--- config.mk ---
export PLATFORM = sky130hd
export DESIGN_NAME = pitch_vibrato_jitter_tick_flat
export DESIGN_NICKNAME = d
export VERILOG_FILES = /design/src/sv/pvj_pkg.sv /design/src/sv/pvj_in_if.sv /design/src/sv/pvj_out_if.sv /design/src/sv/pvj_regs.sv /design/src/sv/pvj_core.sv /design/src/sv/pitch_vibrato_jitter_tick.sv /design/src/flat_wrapper.sv
export SDC_FILE = /design/constraint.sdc
export NUM_CORES = 1
export LEC_CHECK = 0
export BUFFER_PORTS_ARGS = -buffer_cell sky130_fd_sc_hd__buf_2
export CORE_MARGIN = 2
export CORE_UTILIZATION = 35
export CTS_CLUSTER_DIAMETER = 50
export CTS_CLUSTER_SIZE = 24
export DETAILED_ROUTE_END_ITERATION = 6
export HOLD_SLACK_MARGIN = 0.03
export PLACE_DENSITY_LB_ADDON = 0.08
export RECOVER_POWER = 25
export SETUP_SLACK_MARGIN = 0.05
export SLEW_MARGIN = 15
export SYNTH_ARGS = -nofsm -noshare
export SYNTH_HDL_FRONTEND = slang
export SYNTH_SLANG_ARGS = --single-unit
--- constraint.sdc ---
create_clock -name i_clk -period 14.15 [get_ports i_clk]
set_input_delay 2.83 -clock i_clk [delete_from_list [all_inputs] [get_ports i_clk]]
set_output_delay 2.83 -clock i_clk [all_outputs]
set_load 0.05 [all_outputs]
--- src/sv/pvj_pkg.sv ---
// pvj_pkg: shared types, register indexes, command codes and constant tables
// for the pitch vibrato/jitter tick block. No dependencies.
package pvj_pkg;

    localparam int ADDR_W = 5;
    localparam int DATA_W = 32;

    // Register indexes (byte address = 4 * index)
    localparam logic [2:0] REG_VIB_DEPTH_MAX  = 3'd0;
    localparam logic [2:0] REG_VIB_DELAY      = 3'd1;
    localparam logic [2:0] REG_VIB_RAMP_STEPS = 3'd2;
    localparam logic [2:0] REG_VIB_RAMP_ADD   = 3'd3;
    localparam logic [2:0] REG_VIB_RATE_ADD   = 3'd4;
    localparam logic [2:0] REG_VIB_TABLE_STEP = 3'd5;
    localparam logic [2:0] REG_RANDOM_RATE    = 3'd6;
    localparam logic [2:0] REG_RANDOM_MASK    = 3'd7;

    localparam logic CMD_NOTE_START = 1'b0;
    localparam logic CMD_TICK       = 1'b1;

    // Pitches at or above one full octave span wrap down
    localparam logic [14:0] PITCH_WRAP = 15'h6000;

    typedef struct packed {
        logic [15:0] vib_depth_max;
        logic [7:0]  vib_delay;
        logic [7:0]  vib_ramp_steps;
        logic [15:0] vib_ramp_add;
        logic [7:0]  vib_rate_add;
        logic [5:0]  vib_table_step;
        logic [7:0]  random_rate;
        logic [15:0] random_mask;
    } t_cfg;

    typedef struct packed {
        logic        command;
        logic [14:0] base_pitch;
    } t_item;

    typedef struct packed {
        logic        emit;
        logic [17:0] pitch;
    } t_res;

    localparam logic [7:0] HALF_WAVE [0:31] = '{
          8'd0,  8'd32,  8'd56,  8'd80, 8'd104, 8'd128, 8'd144, 8'd160,
        8'd176, 8'd192, 8'd208, 8'd224, 8'd232, 8'd240, 8'd240, 8'd248,
        8'd255, 8'd248, 8'd244, 8'd240, 8'd232, 8'd224, 8'd208, 8'd192,
        8'd176, 8'd160, 8'd144, 8'd128, 8'd104,  8'd80,  8'd56,  8'd32
    };

    localparam logic [7:0] JITTER_TAB [0:128] = '{
        8'd159,  8'd60, 8'd178,  8'd82, 8'd175,  8'd69, 8'd199, 8'd137,
         8'd16, 8'd127, 8'd224, 8'd157, 8'd220,  8'd31,  8'd97,  8'd22,
         8'd57, 8'd201, 8'd156, 8'd235,  8'd87,   8'd8, 8'd102, 8'd248,
         8'd90,  8'd36, 8'd191,  8'd14,  8'd62,  8'd21,  8'd75, 8'd219,
        8'd171, 8'd245,  8'd49,  8'd12,  8'd67,   8'd2,  8'd85, 8'd222,
         8'd65, 8'd218, 8'd189, 8'd174,  8'd25, 8'd176,  8'd72,  8'd87,
        8'd186, 8'd163,  8'd54,  8'd11, 8'd249, 8'd223,  8'd23, 8'd168,
          8'd4,  8'd12, 8'd224, 8'd145,  8'd24,  8'd93, 8'd221, 8'd211,
         8'd40, 8'd138, 8'd242,  8'd17,  8'd89, 8'd111,   8'd6,  8'd10,
         8'd52,  8'd42, 8'd121, 8'd172,  8'd94, 8'd167, 8'd131, 8'd198,
         8'd57, 8'd193, 8'd180,  8'd58,  8'd63, 8'd254,  8'd79, 8'd239,
         8'd31,   8'd0,  8'd48, 8'd153,  8'd76,  8'd40, 8'd131, 8'd237,
        8'd138,  8'd47,  8'd44, 8'd102,  8'd63, 8'd214, 8'd108, 8'd183,
         8'd73,  8'd34, 8'd188, 8'd101, 8'd250, 8'd207,   8'd2, 8'd177,
         8'd70, 8'd240, 8'd154, 8'd215, 8'd226,  8'd15,  8'd17, 8'd197,
        8'd116, 8'd246, 8'd122,  8'd44, 8'd143, 8'd251,  8'd25, 8'd106,
        8'd229
    };

endpackage

--- src/sv/pvj_in_if.sv ---
// pvj_in_if: input item channel (command, base pitch) with valid/ready.
// Depends on nothing.
interface pvj_in_if;
    logic        valid;
    logic        ready;
    logic        command;
    logic [14:0] base_pitch;

    modport source (output valid, output command, output base_pitch, input ready);
    modport sink   (input valid, input command, input base_pitch, output ready);
endinterface

--- src/sv/pvj_out_if.sv ---
// pvj_out_if: result item channel (signed pitch) with valid/ready.
// Depends on nothing.
interface pvj_out_if;
    logic               valid;
    logic               ready;
    logic signed [17:0] pitch;

    modport source (output valid, output pitch, input ready);
    modport sink   (input valid, input pitch, output ready);
endinterface

--- src/sv/pvj_regs.sv ---
// pvj_regs: APB-style configuration register file.
// Depends on pvj_pkg.
module pvj_regs
    import pvj_pkg::*;
(
    input  logic              i_clk,
    input  logic              i_rst_n,
    input  logic              psel,
    input  logic              penable,
    input  logic              pwrite,
    input  logic [ADDR_W-1:0] paddr,
    input  logic [DATA_W-1:0] pwdata,
    output logic [DATA_W-1:0] prdata,
    output logic              pready,
    output t_cfg              o_cfg
);

    t_cfg       r_cfg;
    t_cfg       n_cfg;
    logic [2:0] idx;
    logic       wr_en;

    assign idx    = paddr[ADDR_W-1:2];
    assign wr_en  = psel && penable && pwrite;
    assign pready = 1'b1;
    assign o_cfg  = r_cfg;

    always_comb begin
        n_cfg = r_cfg;
        if (wr_en) begin
            unique case (idx)
                REG_VIB_DEPTH_MAX:  n_cfg.vib_depth_max  = pwdata[15:0];
                REG_VIB_DELAY:      n_cfg.vib_delay      = pwdata[7:0];
                REG_VIB_RAMP_STEPS: n_cfg.vib_ramp_steps = pwdata[7:0];
                REG_VIB_RAMP_ADD:   n_cfg.vib_ramp_add   = pwdata[15:0];
                REG_VIB_RATE_ADD:   n_cfg.vib_rate_add   = pwdata[7:0];
                REG_VIB_TABLE_STEP: n_cfg.vib_table_step = pwdata[5:0];
                REG_RANDOM_RATE:    n_cfg.random_rate    = pwdata[7:0];
                REG_RANDOM_MASK:    n_cfg.random_mask    = pwdata[15:0];
                default:            n_cfg = r_cfg;
            endcase
        end
    end

    always_comb begin
        unique case (idx)
            REG_VIB_DEPTH_MAX:  prdata = {16'd0, r_cfg.vib_depth_max};
            REG_VIB_DELAY:      prdata = {24'd0, r_cfg.vib_delay};
            REG_VIB_RAMP_STEPS: prdata = {24'd0, r_cfg.vib_ramp_steps};
            REG_VIB_RAMP_ADD:   prdata = {16'd0, r_cfg.vib_ramp_add};
            REG_VIB_RATE_ADD:   prdata = {24'd0, r_cfg.vib_rate_add};
            REG_VIB_TABLE_STEP: prdata = {26'd0, r_cfg.vib_table_step};
            REG_RANDOM_RATE:    prdata = {24'd0, r_cfg.random_rate};
            REG_RANDOM_MASK:    prdata = {16'd0, r_cfg.random_mask};
            default:            prdata = '0;
        endcase
    end

    always_ff @(posedge i_clk) begin
        if (!i_rst_n) begin
            r_cfg <= '0;
        end else begin
            r_cfg <= n_cfg;
        end
    end

endmodule

--- src/sv/pvj_core.sv ---
// pvj_core: per-voice modulation state and the single-pass update/result logic.
// Depends on pvj_pkg. Driven one item per i_adv strobe.
module pvj_core
    import pvj_pkg::*;
(
    input  logic  i_clk,
    input  logic  i_rst_n,
    input  t_cfg  i_cfg,
    input  logic  i_adv,
    input  t_item i_item,
    output t_res  o_res
);

    logic [14:0] r_held_pitch,    n_held_pitch;
    logic [7:0]  r_delay_count,   n_delay_count;
    logic [7:0]  r_ramp_count,    n_ramp_count;
    logic [15:0] r_vib_depth_now, n_vib_depth_now;
    logic [7:0]  r_rate_accum,    n_rate_accum;
    logic [5:0]  r_phase_pos,     n_phase_pos;
    logic [8:0]  r_jitter_accum,  n_jitter_accum;
    logic [6:0]  r_jitter_pos,    n_jitter_pos;

    logic        vib_active;
    logic [15:0] depth_new;
    logic [8:0]  rate_sum;
    logic        vib_fire;
    logic [5:0]  phase_new;
    logic [7:0]  tab;
    logic [7:0]  mul_a;
    logic [15:0] prod;
    logic [14:0] amt;
    logic [17:0] vib;
    logic [9:0]  jit_sum;
    logic        jit_step;
    logic [6:0]  jit_pos_new;
    logic [7:0]  jit_idx;
    logic [15:0] jit;
    logic [14:0] note_pitch;

    // Base pitch reduction for out-of-range notes
    assign note_pitch = (i_item.base_pitch >= PITCH_WRAP) ?
                        i_item.base_pitch - PITCH_WRAP : i_item.base_pitch;

    // Vibrato: delay, then ramp, then rate accumulator
    assign vib_active = (i_cfg.vib_depth_max != 16'd0) &&
                        (r_delay_count == i_cfg.vib_delay);

    always_comb begin
        if (r_ramp_count == i_cfg.vib_ramp_steps) begin
            depth_new = i_cfg.vib_depth_max;
        end else if (r_ramp_count != 8'd0) begin
            depth_new = r_vib_depth_now + i_cfg.vib_ramp_add;
        end else begin
            depth_new = i_cfg.vib_ramp_add;
        end
    end

    assign rate_sum  = {1'b0, r_rate_accum} + {1'b0, i_cfg.vib_rate_add};
    assign vib_fire  = vib_active && rate_sum[8];
    assign phase_new = r_phase_pos + i_cfg.vib_table_step;
    assign tab       = HALF_WAVE[phase_new[4:0]];

    // Two depth scalings share one 8x8 multiplier
    assign mul_a = depth_new[15] ? ({1'b0, depth_new[14:8]} + 8'd2)
                                 : {depth_new[14:8], 1'b0};
    assign prod  = mul_a * tab;
    assign amt   = depth_new[15] ? prod[15:1] : {7'd0, prod[15:8]};
    assign vib   = !vib_fire    ? 18'd0 :
                   phase_new[5] ? 18'd0 - {3'd0, amt} : {3'd0, amt};

    // Jitter: accumulator fires only strictly above 256
    assign jit_sum     = {1'b0, r_jitter_accum} + {2'd0, i_cfg.random_rate};
    assign jit_step    = (i_cfg.random_rate != 8'd0) && (jit_sum > 10'd256);
    assign jit_pos_new = r_jitter_pos + 7'd1;
    assign jit_idx     = {1'b0, jit_pos_new};
    assign jit = jit_step ?
                 ({JITTER_TAB[jit_idx + 8'd1], JITTER_TAB[jit_idx]} & i_cfg.random_mask) :
                 16'd0;

    always_comb begin
        n_held_pitch    = r_held_pitch;
        n_delay_count   = r_delay_count;
        n_ramp_count    = r_ramp_count;
        n_vib_depth_now = r_vib_depth_now;
        n_rate_accum    = r_rate_accum;
        n_phase_pos     = r_phase_pos;
        n_jitter_accum  = r_jitter_accum;
        n_jitter_pos    = r_jitter_pos;
        o_res.emit      = 1'b0;
        o_res.pitch     = {3'd0, note_pitch};
        unique case (i_item.command)
            CMD_NOTE_START: begin
                n_held_pitch    = note_pitch;
                n_delay_count   = 8'd0;
                n_ramp_count    = 8'd0;
                n_vib_depth_now = 16'd0;
                n_rate_accum    = 8'd0;
                n_phase_pos     = 6'd0;
                o_res.emit      = 1'b1;
            end
            CMD_TICK: begin
                if (i_cfg.vib_depth_max != 16'd0 && !vib_active) begin
                    n_delay_count = r_delay_count + 8'd1;
                end
                if (vib_active) begin
                    n_vib_depth_now = depth_new;
                    if (r_ramp_count != i_cfg.vib_ramp_steps) begin
                        n_ramp_count = r_ramp_count + 8'd1;
                    end
                    n_rate_accum = rate_sum[7:0];
                end
                if (vib_fire) begin
                    n_phase_pos = phase_new;
                end
                if (i_cfg.random_rate != 8'd0) begin
                    n_jitter_accum = jit_step ? {1'b0, jit_sum[7:0]} : jit_sum[8:0];
                end
                if (jit_step) begin
                    n_jitter_pos = jit_pos_new;
                end
                o_res.emit  = vib_fire || (jit != 16'd0);
                o_res.pitch = {3'd0, r_held_pitch} + vib + {2'd0, jit};
            end
            default: o_res.emit = 1'b0;
        endcase
    end

    always_ff @(posedge i_clk) begin
        if (!i_rst_n) begin
            r_held_pitch    <= '0;
            r_delay_count   <= '0;
            r_ramp_count    <= '0;
            r_vib_depth_now <= '0;
            r_rate_accum    <= '0;
            r_phase_pos     <= '0;
            r_jitter_accum  <= '0;
            r_jitter_pos    <= '0;
        end else if (i_adv) begin
            r_held_pitch    <= n_held_pitch;
            r_delay_count   <= n_delay_count;
            r_ramp_count    <= n_ramp_count;
            r_vib_depth_now <= n_vib_depth_now;
            r_rate_accum    <= n_rate_accum;
            r_phase_pos     <= n_phase_pos;
            r_jitter_accum  <= n_jitter_accum;
            r_jitter_pos    <= n_jitter_pos;
        end
    end

    a_jit_bound: assert property (@(posedge i_clk) disable iff (!i_rst_n)
        r_jitter_accum <= 9'd256)
        else $error("jitter accumulator above 256");

    a_state_hold: assert property (@(posedge i_clk) disable iff (!i_rst_n)
        !i_adv |=> $stable(r_delay_count) && $stable(r_jitter_pos) && $stable(r_phase_pos))
        else $error("state moved without an item");

    a_note_clear: assert property (@(posedge i_clk) disable iff (!i_rst_n)
        i_adv && i_item.command == CMD_NOTE_START |=>
        r_phase_pos == 6'd0 && r_vib_depth_now == 16'd0 && r_held_pitch < PITCH_WRAP)
        else $error("note start did not clear vibrato state");

endmodule

--- src/sv/pitch_vibrato_jitter_tick.sv ---
// pitch_vibrato_jitter_tick: top level - input stage, modulation core, result
// register and APB config. Depends on pvj_pkg, pvj_in_if, pvj_out_if,
// pvj_regs and pvj_core.
//
//  channel | direction | handshake     | payload
//  --------+-----------+---------------+------------------------------------
//  i_in    | in        | valid/ready   | command[0], base_pitch[14:0]
//  o_out   | out       | valid/ready   | pitch[17:0] signed
//  apb     | in        | psel/penable  | paddr[4:0] (4*index), pwdata[31:0]
//
// An item is captured in the input stage, then the core updates the voice
// state and loads the result register in one pass.
// Throughput is one item per cycle while the result register is not stalled;
// the core's 8x8 depth multiply and the final three-way pitch add set the cycle path.
// Reset (i_rst_n low, synchronous) clears config, voice state and both valids.
// A stalled result holds the core's stage; a tick that yields no result still
// waits its turn, and i_in.ready drops only while the input stage is blocked.
module pitch_vibrato_jitter_tick
    import pvj_pkg::*;
(
    input  logic              i_clk,
    input  logic              i_rst_n,
    pvj_in_if.sink            i_in,
    pvj_out_if.source         o_out,
    input  logic              psel,
    input  logic              penable,
    input  logic              pwrite,
    input  logic [ADDR_W-1:0] paddr,
    input  logic [DATA_W-1:0] pwdata,
    output logic [DATA_W-1:0] prdata,
    output logic              pready
);

    t_cfg        cfg;
    t_res        res;

    // input stage
    logic        r_in_valid;
    t_item       r_item;
    // result register
    logic        r_out_valid;
    logic [17:0] r_out_pitch;

    logic        adv;

    pvj_regs u_regs (
        .i_clk   (i_clk),
        .i_rst_n (i_rst_n),
        .psel    (psel),
        .penable (penable),
        .pwrite  (pwrite),
        .paddr   (paddr),
        .pwdata  (pwdata),
        .prdata  (prdata),
        .pready  (pready),
        .o_cfg   (cfg)
    );

    // Core advances when the result register is free or being drained
    assign adv        = r_in_valid && (!r_out_valid || o_out.ready);
    assign i_in.ready = !r_in_valid || adv;

    pvj_core u_core (
        .i_clk   (i_clk),
        .i_rst_n (i_rst_n),
        .i_cfg   (cfg),
        .i_adv   (adv),
        .i_item  (r_item),
        .o_res   (res)
    );

    assign o_out.valid = r_out_valid;
    assign o_out.pitch = r_out_pitch;

    always_ff @(posedge i_clk) begin
        if (!i_rst_n) begin
            r_in_valid  <= 1'b0;
            r_out_valid <= 1'b0;
        end else begin
            if (i_in.ready) begin
                r_in_valid <= i_in.valid;
            end
            if (adv) begin
                r_out_valid <= res.emit;
            end else if (o_out.ready) begin
                r_out_valid <= 1'b0;
            end
        end
    end

    // Payload registers, no reset
    always_ff @(posedge i_clk) begin
        if (i_in.valid && i_in.ready) begin
            r_item.command    <= i_in.command;
            r_item.base_pitch <= i_in.base_pitch;
        end
        if (adv && res.emit) begin
            r_out_pitch <= res.pitch;
        end
    end

    a_note_emits: assert property (@(posedge i_clk) disable iff (!i_rst_n)
        adv && r_item.command == CMD_NOTE_START |=> r_out_valid)
        else $error("note start produced no result");

    a_note_range: assert property (@(posedge i_clk) disable iff (!i_rst_n)
        adv && r_item.command == CMD_NOTE_START |=> r_out_pitch < 18'h6000)
        else $error("note start pitch out of range");

    a_ready_stage: assert property (@(posedge i_clk) disable iff (!i_rst_n)
        !i_in.ready |-> r_in_valid && r_out_valid && !o_out.ready)
        else $error("input blocked without a stalled result");

endmodule

--- src/flat_wrapper.sv ---
// flat-port wrapper written by rule: the top's interface ports become plain ports
module pitch_vibrato_jitter_tick_flat import pvj_pkg::*;
  (i_clk, i_rst_n, psel, penable, pwrite, paddr, pwdata, prdata, pready, i_in_valid, i_in_command, i_in_base_pitch, i_in_ready, o_out_valid, o_out_pitch, o_out_ready);
  pvj_in_if i_in_i ();
  pvj_out_if o_out_i ();
  input  logic i_clk;
  input  logic i_rst_n;
  input  logic psel;
  input  logic penable;
  input  logic pwrite;
  input  logic [ADDR_W-1:0] paddr;
  input  logic [DATA_W-1:0] pwdata;
  output logic [DATA_W-1:0] prdata;
  output logic pready;
  input wire logic [$bits(i_in_i.valid)-1:0] i_in_valid;
  input wire logic [$bits(i_in_i.command)-1:0] i_in_command;
  input wire logic [$bits(i_in_i.base_pitch)-1:0] i_in_base_pitch;
  output wire logic [$bits(i_in_i.ready)-1:0] i_in_ready;
  output wire logic [$bits(o_out_i.valid)-1:0] o_out_valid;
  output wire logic [$bits(o_out_i.pitch)-1:0] o_out_pitch;
  input wire logic [$bits(o_out_i.ready)-1:0] o_out_ready;
  assign i_in_i.valid = i_in_valid;
  assign i_in_i.command = i_in_command;
  assign i_in_i.base_pitch = i_in_base_pitch;
  assign i_in_ready = i_in_i.ready;
  assign o_out_valid = o_out_i.valid;
  assign o_out_pitch = o_out_i.pitch;
  assign o_out_i.ready = o_out_ready;
  pitch_vibrato_jitter_tick u_core (.i_clk(i_clk), .i_rst_n(i_rst_n), .i_in(i_in_i), .o_out(o_out_i), .psel(psel), .penable(penable), .pwrite(pwrite), .paddr(paddr), .pwdata(pwdata), .prdata(prdata), .pready(pready));
endmodule
## Word-level counts from Yosys, hierarchy flattened

Memories as Yosys holds them, arrays and structs flattened.
Cells that the tools add are included.

| word-level totals | value |
|---|---|
| register bits after elaboration | 199 |
| ROM bits | 4352 |
| bits of input ports | 60 |
| output and inout port bits | 53 |
| logic and storage cells | 130 |
| memories kept | 3 |

Memory list:

| name | words | width | read ports | clocked after Yosys merged registers in | wr ports | RTL line | RTL |
|---|---|---|---|---|---|---|---|
| (no name shown) | 256 | 8 | 1 | 0 | 0 | pvj_core.sv:77 | `({JITTER_TAB[jit_idx + 8'd1], JITTER_TAB[jit_idx]} & i_cfg.random_mask) :` |
| (no name shown) | 256 | 8 | 1 | 0 | 0 | pvj_core.sv:77 |  |
| (no name shown) | 32 | 8 | 1 | 0 | 0 | pvj_core.sv:61 | `assign tab = HALF_WAVE[phase_new[4:0]];` |

| cells by class | value |
|---|---|
| add/sub/neg operators | 13 |
| multiply operators | 1 |
| $lt $le $gt $ge | 5 |
| equal/unequal tests | 14 |
| muxes and demuxes | 31 |
| bitwise gates (word level) | 5 |
| reductions and logical operators | 36 |

Operators by type and width:

| operator | number |
|---|---|
| $pmux W32 S8 | 1 |
| $mux W8 | 11 |
| $mux W16 | 4 |
| $pmux W8 S2 | 3 |
| $mux W15 | 3 |
| $mux W18 | 2 |
| $pmux W16 S2 | 1 |
| $reduce_bool A16 Y1 | 2 |
| $reduce_and A2 Y1 | 12 |
| $add A15 B18 Y18 | 1 |
| $add A18 B16 Y18 | 1 |
| $ge A9 B9 Y1 const B | 2 |
| $add A16 B16 Y16 | 1 |
| $add A8 B1 Y8 const B | 2 |
| $and A16 B16 Y16 | 1 |
| $eq A8 B8 Y1 | 2 |
| $mul A8 B8 Y16 | 1 |
| $reduce_bool A8 Y1 | 2 |
| $sub A1 B15 Y16 const A | 1 |
| $ge A15 B15 Y1 const B | 1 |
| $sub A15 B15 Y15 const B | 1 |
| $eq A3 B3 Y1 const B | 4 |
| $pmux W6 S2 | 1 |
| $add A9 B8 Y10 | 1 |
| 25 further kinds | 44 |

## Depth between registers and ports, before layout

| depth | value |
|---|---|
| depth in word-level cells | 13 |
| depth in mapped cells | 45 |
| gate-level depth less buffers | 44 |

## Hierarchy

From an unflattened synthesis, not the netlist that was laid out.

| second synthesis, totals | value |
|---|---|
| cells, all modules | 2469 |
| area total of the unflattened synthesis | 19474.9 sq um |

Modules (own cells, without submodules):

| module | times used | cells an instance | area each (sq um) |
|---|---|---|---|
| pvj_core | 1 | 1917 | 14156.1 |
| pvj_regs | 1 | 505 | 4185.3 |
| pitch_vibrato_jitter_tick | 1 | 47 | 1133.6 |

## Worst setup path before layout

OpenSTA, ideal clock, no wires.

| path | value |
|---|---|
| kind | register to register |
| start | reg u_core.u_regs.r_cfg (netlist bit u_core.u_regs.o_cfg[39]) |
| end | reg u_core.r_out_pitch[17] (netlist: u_core.o_out.pitch[17]) (data pin) |
| library setup time | 0.260 ns |
| arrival | 10.287 ns |
| setup slack | 3.603 ns |
| cell stages (with the launch flop) | 41 |
| path buffers | 3 |
| path through | dfxtp_1 ha_1 a211oi_2 o21ba_2 a2111oi_4 o211ai_2 and3b_4 or4_4 and3_1 buf_6 buf_6 clkbuf_1 or3_1 fa_1 fa_1 inv_1 fa_1 inv_1 (+5 left out) a31oi_1 xnor2_1 nor3_1 and3_1 nand3_1 mux2_4 o311a_1 or4_1 fa_1 inv_1 ha_1 nand3_1 a21oi_1 nor3_1 o41ai_1 a31oi_1 and2_1 mux2_2 |

| on the way | value |
|---|---|
| word-level cells in the longest chain between the ends | 12 |

RTL lines:

| element | RTL line | RTL |
|---|---|---|
| from (decl) | pvj_regs.sv:18 | `t_cfg r_cfg;` |
| from (signal assigned) | pvj_regs.sv:63 | `r_cfg <= n_cfg;` |
| $add A16 B16 Y16 * | pvj_core.sv:52 | `depth_new = r_vib_depth_now + i_cfg.vib_ramp_add;` |
| $mux W16 * | pvj_core.sv:51 | `end else if (r_ramp_count != 8'd0) begin` |
| $mux W16 * | pvj_core.sv:49 | `if (r_ramp_count == i_cfg.vib_ramp_steps) begin` |
| $add A7 B2 Y8 | pvj_core.sv:64 | `assign mul_a = depth_new[15] ? ({1'b0, depth_new[14:8]} + 8'd2)` |
| $mux W8 | pvj_core.sv:64 |  |
| $mul A8 B8 Y16 | pvj_core.sv:66 | `assign prod = mul_a * tab;` |
| $mux W15 * | pvj_core.sv:67 | `assign amt = depth_new[15] ? prod[15:1] : {7'd0, prod[15:8]};` |
| $sub A1 B15 Y16 | pvj_core.sv:69 | `phase_new[5] ? 18'd0 - {3'd0, amt} : {3'd0, amt};` |
| $mux W18 * | pvj_core.sv:69 |  |
| $mux W18 * | pvj_core.sv:68 | `assign vib = !vib_fire ? 18'd0 :` |
| $add A15 B18 Y18 * | pvj_core.sv:122 | `o_res.pitch = {3'd0, r_held_pitch} + vib + {2'd0, jit};` |
| $add A18 B16 Y18 * | pvj_core.sv:122 |  |
| to (signal assigned) | pitch_vibrato_jitter_tick.sv:98 | `r_out_pitch <= res.pitch;` |
| to (decl) | pitch_vibrato_jitter_tick.sv:42 | `logic [17:0] r_out_pitch;` |

Every way passes the cells marked *; elsewhere a longest branch is shown, timed or not.
A chain may end at the register's enable or synchronous reset.

## Worst setup path in the final report

| path | value |
|---|---|
| start | reg u_core.u_regs.r_cfg (netlist bit u_core.u_regs.o_cfg[40]) |
| end | reg u_core.r_out_pitch[17] (netlist: u_core.o_out.pitch[17]) (data pin) |

Same word-level chain as after synthesis.

==> metrics.yaml <==
setup_path:
  cp_slowest_cell: "o41ai_1"
  critPathKind: "reg -> reg"
  path_delay_family: "adder cells"
  required_ns: 14.40
  endpoint_kind: "register"
  cp_data_arrival_time_ns: 12.38
  worstPathMaxFanout: 22
  cpPeakStageDelay_ns: 0.73
  worst-path-buf-inv: 5
  cp-start-kind: "register"
  r2r_cells: 39
  cp_num_cells: 39
floorplanning:
  fp-row-count: 86
  coreArea_sq_um: 55200
  dieWidth_um: 241
  dieArea_sq_um: 57900
  initial_utilization: 0.355
  ios: 113
  die_y_um: 241
global_routing:
  grt_pass1_wl_um: 109000
  grt_pass1_vias: 17800
  grt_antenna_before_repair: 0
  grt_max_degree: 93
  grt_overflow: 0
  grt_usage: 0.246
sta:
  fmax_mhz: 82.4
  rsz0062_at_grt: "no"
  slew_headroom: -1.21
  post-route-min-period_ns: 12.14
  drv_slew: 160
  final_hold_viol_count: 0
  timing.hold.ws_ns: 0.476
  tns_ns: 0
  worst_pin_slew_ns: 3.31
  setup_violations: 0
  clock_skew_ns: 0.0228
  period_share: 0.858
power:
  ir_drop_mv: 0.100
  power_density_nw_per_um2: 58.6
  p_leak_nw: 8.32
clock_tree:
  clkTransAtPathRegs_ns: 0.09
  ctsLongestPathBuffers: 2
  clock-sinks: 199
  cts_resized: 0
  cts_tree: "done"
  clock_latency_ns: 0.51
  cts_hold_buffers: 0
  htreeDepth: 4
  cts_buffers: 17
  post_cts_buffers: 0
  root_buffer: "clkbuf_16"
synthesis:
  synth_cell_types: 100
  netlist_instances: 2490
  syn_avg_cell_area_sq_um: 7.87
  yosysWarnings: 0
  ys_seq_area_frac: 0.221
  synthArstFlopShare: 0
  synth_edf_count: 34
  ys_ff_latch: 199
  syn_area_sq_um: 19600
  synth_top_flop_cell: "dfxtp_1"
cells_and_area:
  mostFrequentLayoutCells: "nand2_1 (307), nor2_1 (198), dfxtp_1 (163), a21oi_1 (140), ha_1 (113)"
  final_net_count: 2694
  design_area_sq_um: 21200
  area_growth_pct: 8.10
  multiInputGateArea_sq_um: 14100
  fillCellCount: 5706
  drive_above_1_share: 0.0920
  ff_latch_area_sq_um: 4330
  final_common_cell: "nand2_1"
routing:
  via_per_inst: 5.80
  vias: 18700
  avgRoutedWirePerCell_um: 22.1
  wl_um: 71400
  route.detailed.drc: 0
  dr.pass1.iters: 6
  drt_iter0_drc: 1721
  drtAntennaViolNets: 0
outcome:
  violations: "max-capacitance violations, max-slew violations"
  status: "finished, violations left"
min_path:
  hold_path_class: "reg -> reg"
  hold_depth: 2
placement:
  dpl_cell_area_sq_um: 20600
  gp_congestion: 0.909
  placement.io_buffers: 77
  dp_hpwl_um: 51800
job:
  drv_cap: 2
-- cells in the mapped netlist, types with 17 or more instances --
| cell type | number | area share |
|---|---|---|
| mux2_2 | 20 | 0.011 |
| o211ai_1 | 47 | 0.018 |
| xor2_1 | 38 | 0.017 |
| and3_1 | 21 | 0.0067 |
| a21boi_0 | 80 | 0.031 |
| nand4_1 | 18 | 0.0057 |
| a21o_1 | 25 | 0.0096 |
| a22oi_1 | 30 | 0.011 |
| clkbuf_1 | 135 | 0.026 |
| a211oi_1 | 29 | 0.011 |
| mux2i_1 | 71 | 0.036 |
| nand3_1 | 53 | 0.014 |
| nor2b_1 | 86 | 0.027 |
| nor3_1 | 66 | 0.017 |
| o22ai_1 | 19 | 0.0061 |
| nand2_1 | 307 | 0.059 |
| nor2_1 | 198 | 0.038 |
| dfxtp_1 | 165 | 0.17 |
| and2_1 | 28 | 0.0089 |
| inv_1 | 107 | 0.020 |
| or2_2 | 17 | 0.0054 |
| a31oi_1 | 29 | 0.0093 |
| xnor2_1 | 61 | 0.027 |
| buf_4 | 17 | 0.0065 |
| ha_1 | 114 | 0.073 |
| o21ai_0 | 93 | 0.024 |
| edfxtp_1 | 34 | 0.052 |
| or3_1 | 20 | 0.0064 |
| buf_2 | 20 | 0.0051 |
| nand2b_1 | 23 | 0.0073 |
| fa_1 | 56 | 0.057 |
| o21a_1 | 20 | 0.0077 |
| a21oi_1 | 141 | 0.036 |
-- metrics by stage --
stage               utilization  setup slack, ns  total power (W)  cells
floorplan                     -             3.60         0.000684   2505
global placement          0.373             2.29         0.000720   3193
detailed placement        0.373             2.09         0.000720   3193
CTS                       0.384             2.04          0.00126   3225
global route              0.384             1.26          0.00129   3225
finish                    0.384             2.01          0.00124   3226
-- cells by family (layout without fill, tap and decap cells) --
kind of cell	Yosys count	in the layout	share of synthesized area
buf+inv	302	274	0.0631
mux	110	110	0.0670
xor+xnor	103	103	0.0483
compound gates	696	696	0.247
fa+ha+maj	170	170	0.130
simple gates	908	908	0.223
other cells	2	18	0.000383
flops	199	199	0.221
-- flip-flops by register name, indices dropped and copies added (netlist names) --
signal	count
u_core.r_item	16
u_core.u_core.r_vib_depth_now	16
u_core.u_core.r_ramp_count	8
u_core.u_core.r_delay_count	8
u_core.u_core.r_rate_accum	8
u_core.r_in_valid	1
u_core.u_core.r_phase_pos	6
u_core.u_core.r_jitter_pos	7
u_core.u_core.r_held_pitch	15
u_core.u_regs.o_cfg	86
u_core.u_core.r_jitter_accum	9
u_core.o_out.pitch	18
u_core.o_out.valid	1
-- final cells by class --
class / instances / area share
antenna: 1 / 0.000118
multi-input combinational: 2004 / 0.667
timing repair buffer: 130 / 0.0356
clock inverter: 15 / 0.00850
tap: 748 / 0.0442
clock buffer: 17 / 0.0201
inverter: 112 / 0.0198
sequential: 199 / 0.204
-- final timing paths --
kind / startpoint / endpoint / slack (ns)
setup / recovery: u_core.u_regs.o_cfg[40] / u_core.o_out.pitch[17] / 2.01
hold / removal: u_core.u_core.r_held_pitch[4] / u_core.u_core.r_held_pitch[4] / 0.48
setup reg to reg: u_core.u_regs.o_cfg[40] / u_core.o_out.pitch[17] / 2.01
hold reg to reg: u_core.u_core.r_held_pitch[4] / u_core.u_core.r_held_pitch[4] / 0.48
-- power by group --
group,leakage (nW),total [W],switching [W],internal (W)
Combinational,6.37,0.000118,0.0000843,0.0000341
Sequential,1.66,0.000590,0.00000628,0.000583
Clock,0.296,0.000534,0.000290,0.000244
Total,8.32,0.00124,0.000380,0.000862
-- worst reg2reg max path, delay by kind of cell, from the launching register on --
family | cells | cell delay, ns
DFF | 1 | 0.37
buffers and inverters | 5 | 0.25
adders and majority gates | 8 | 3.70
AOI/OAI and AO/OA | 13 | 3.62
xor gates and xnor gates | 1 | 0.51
muxes | 2 | 0.62
and+or+nand+nor | 10 | 2.82
-- metal layers --
layer,vias up,global-route usage,part of all wire
met5,-,0,0
met4,0,0.106,0.038
met3,128,0.0342,0.058
met2,664,0.402,0.47
met1,9042,0.324,0.44
li1,8876,-,-
No activity file was read; power rests on OpenSTA's default activity.
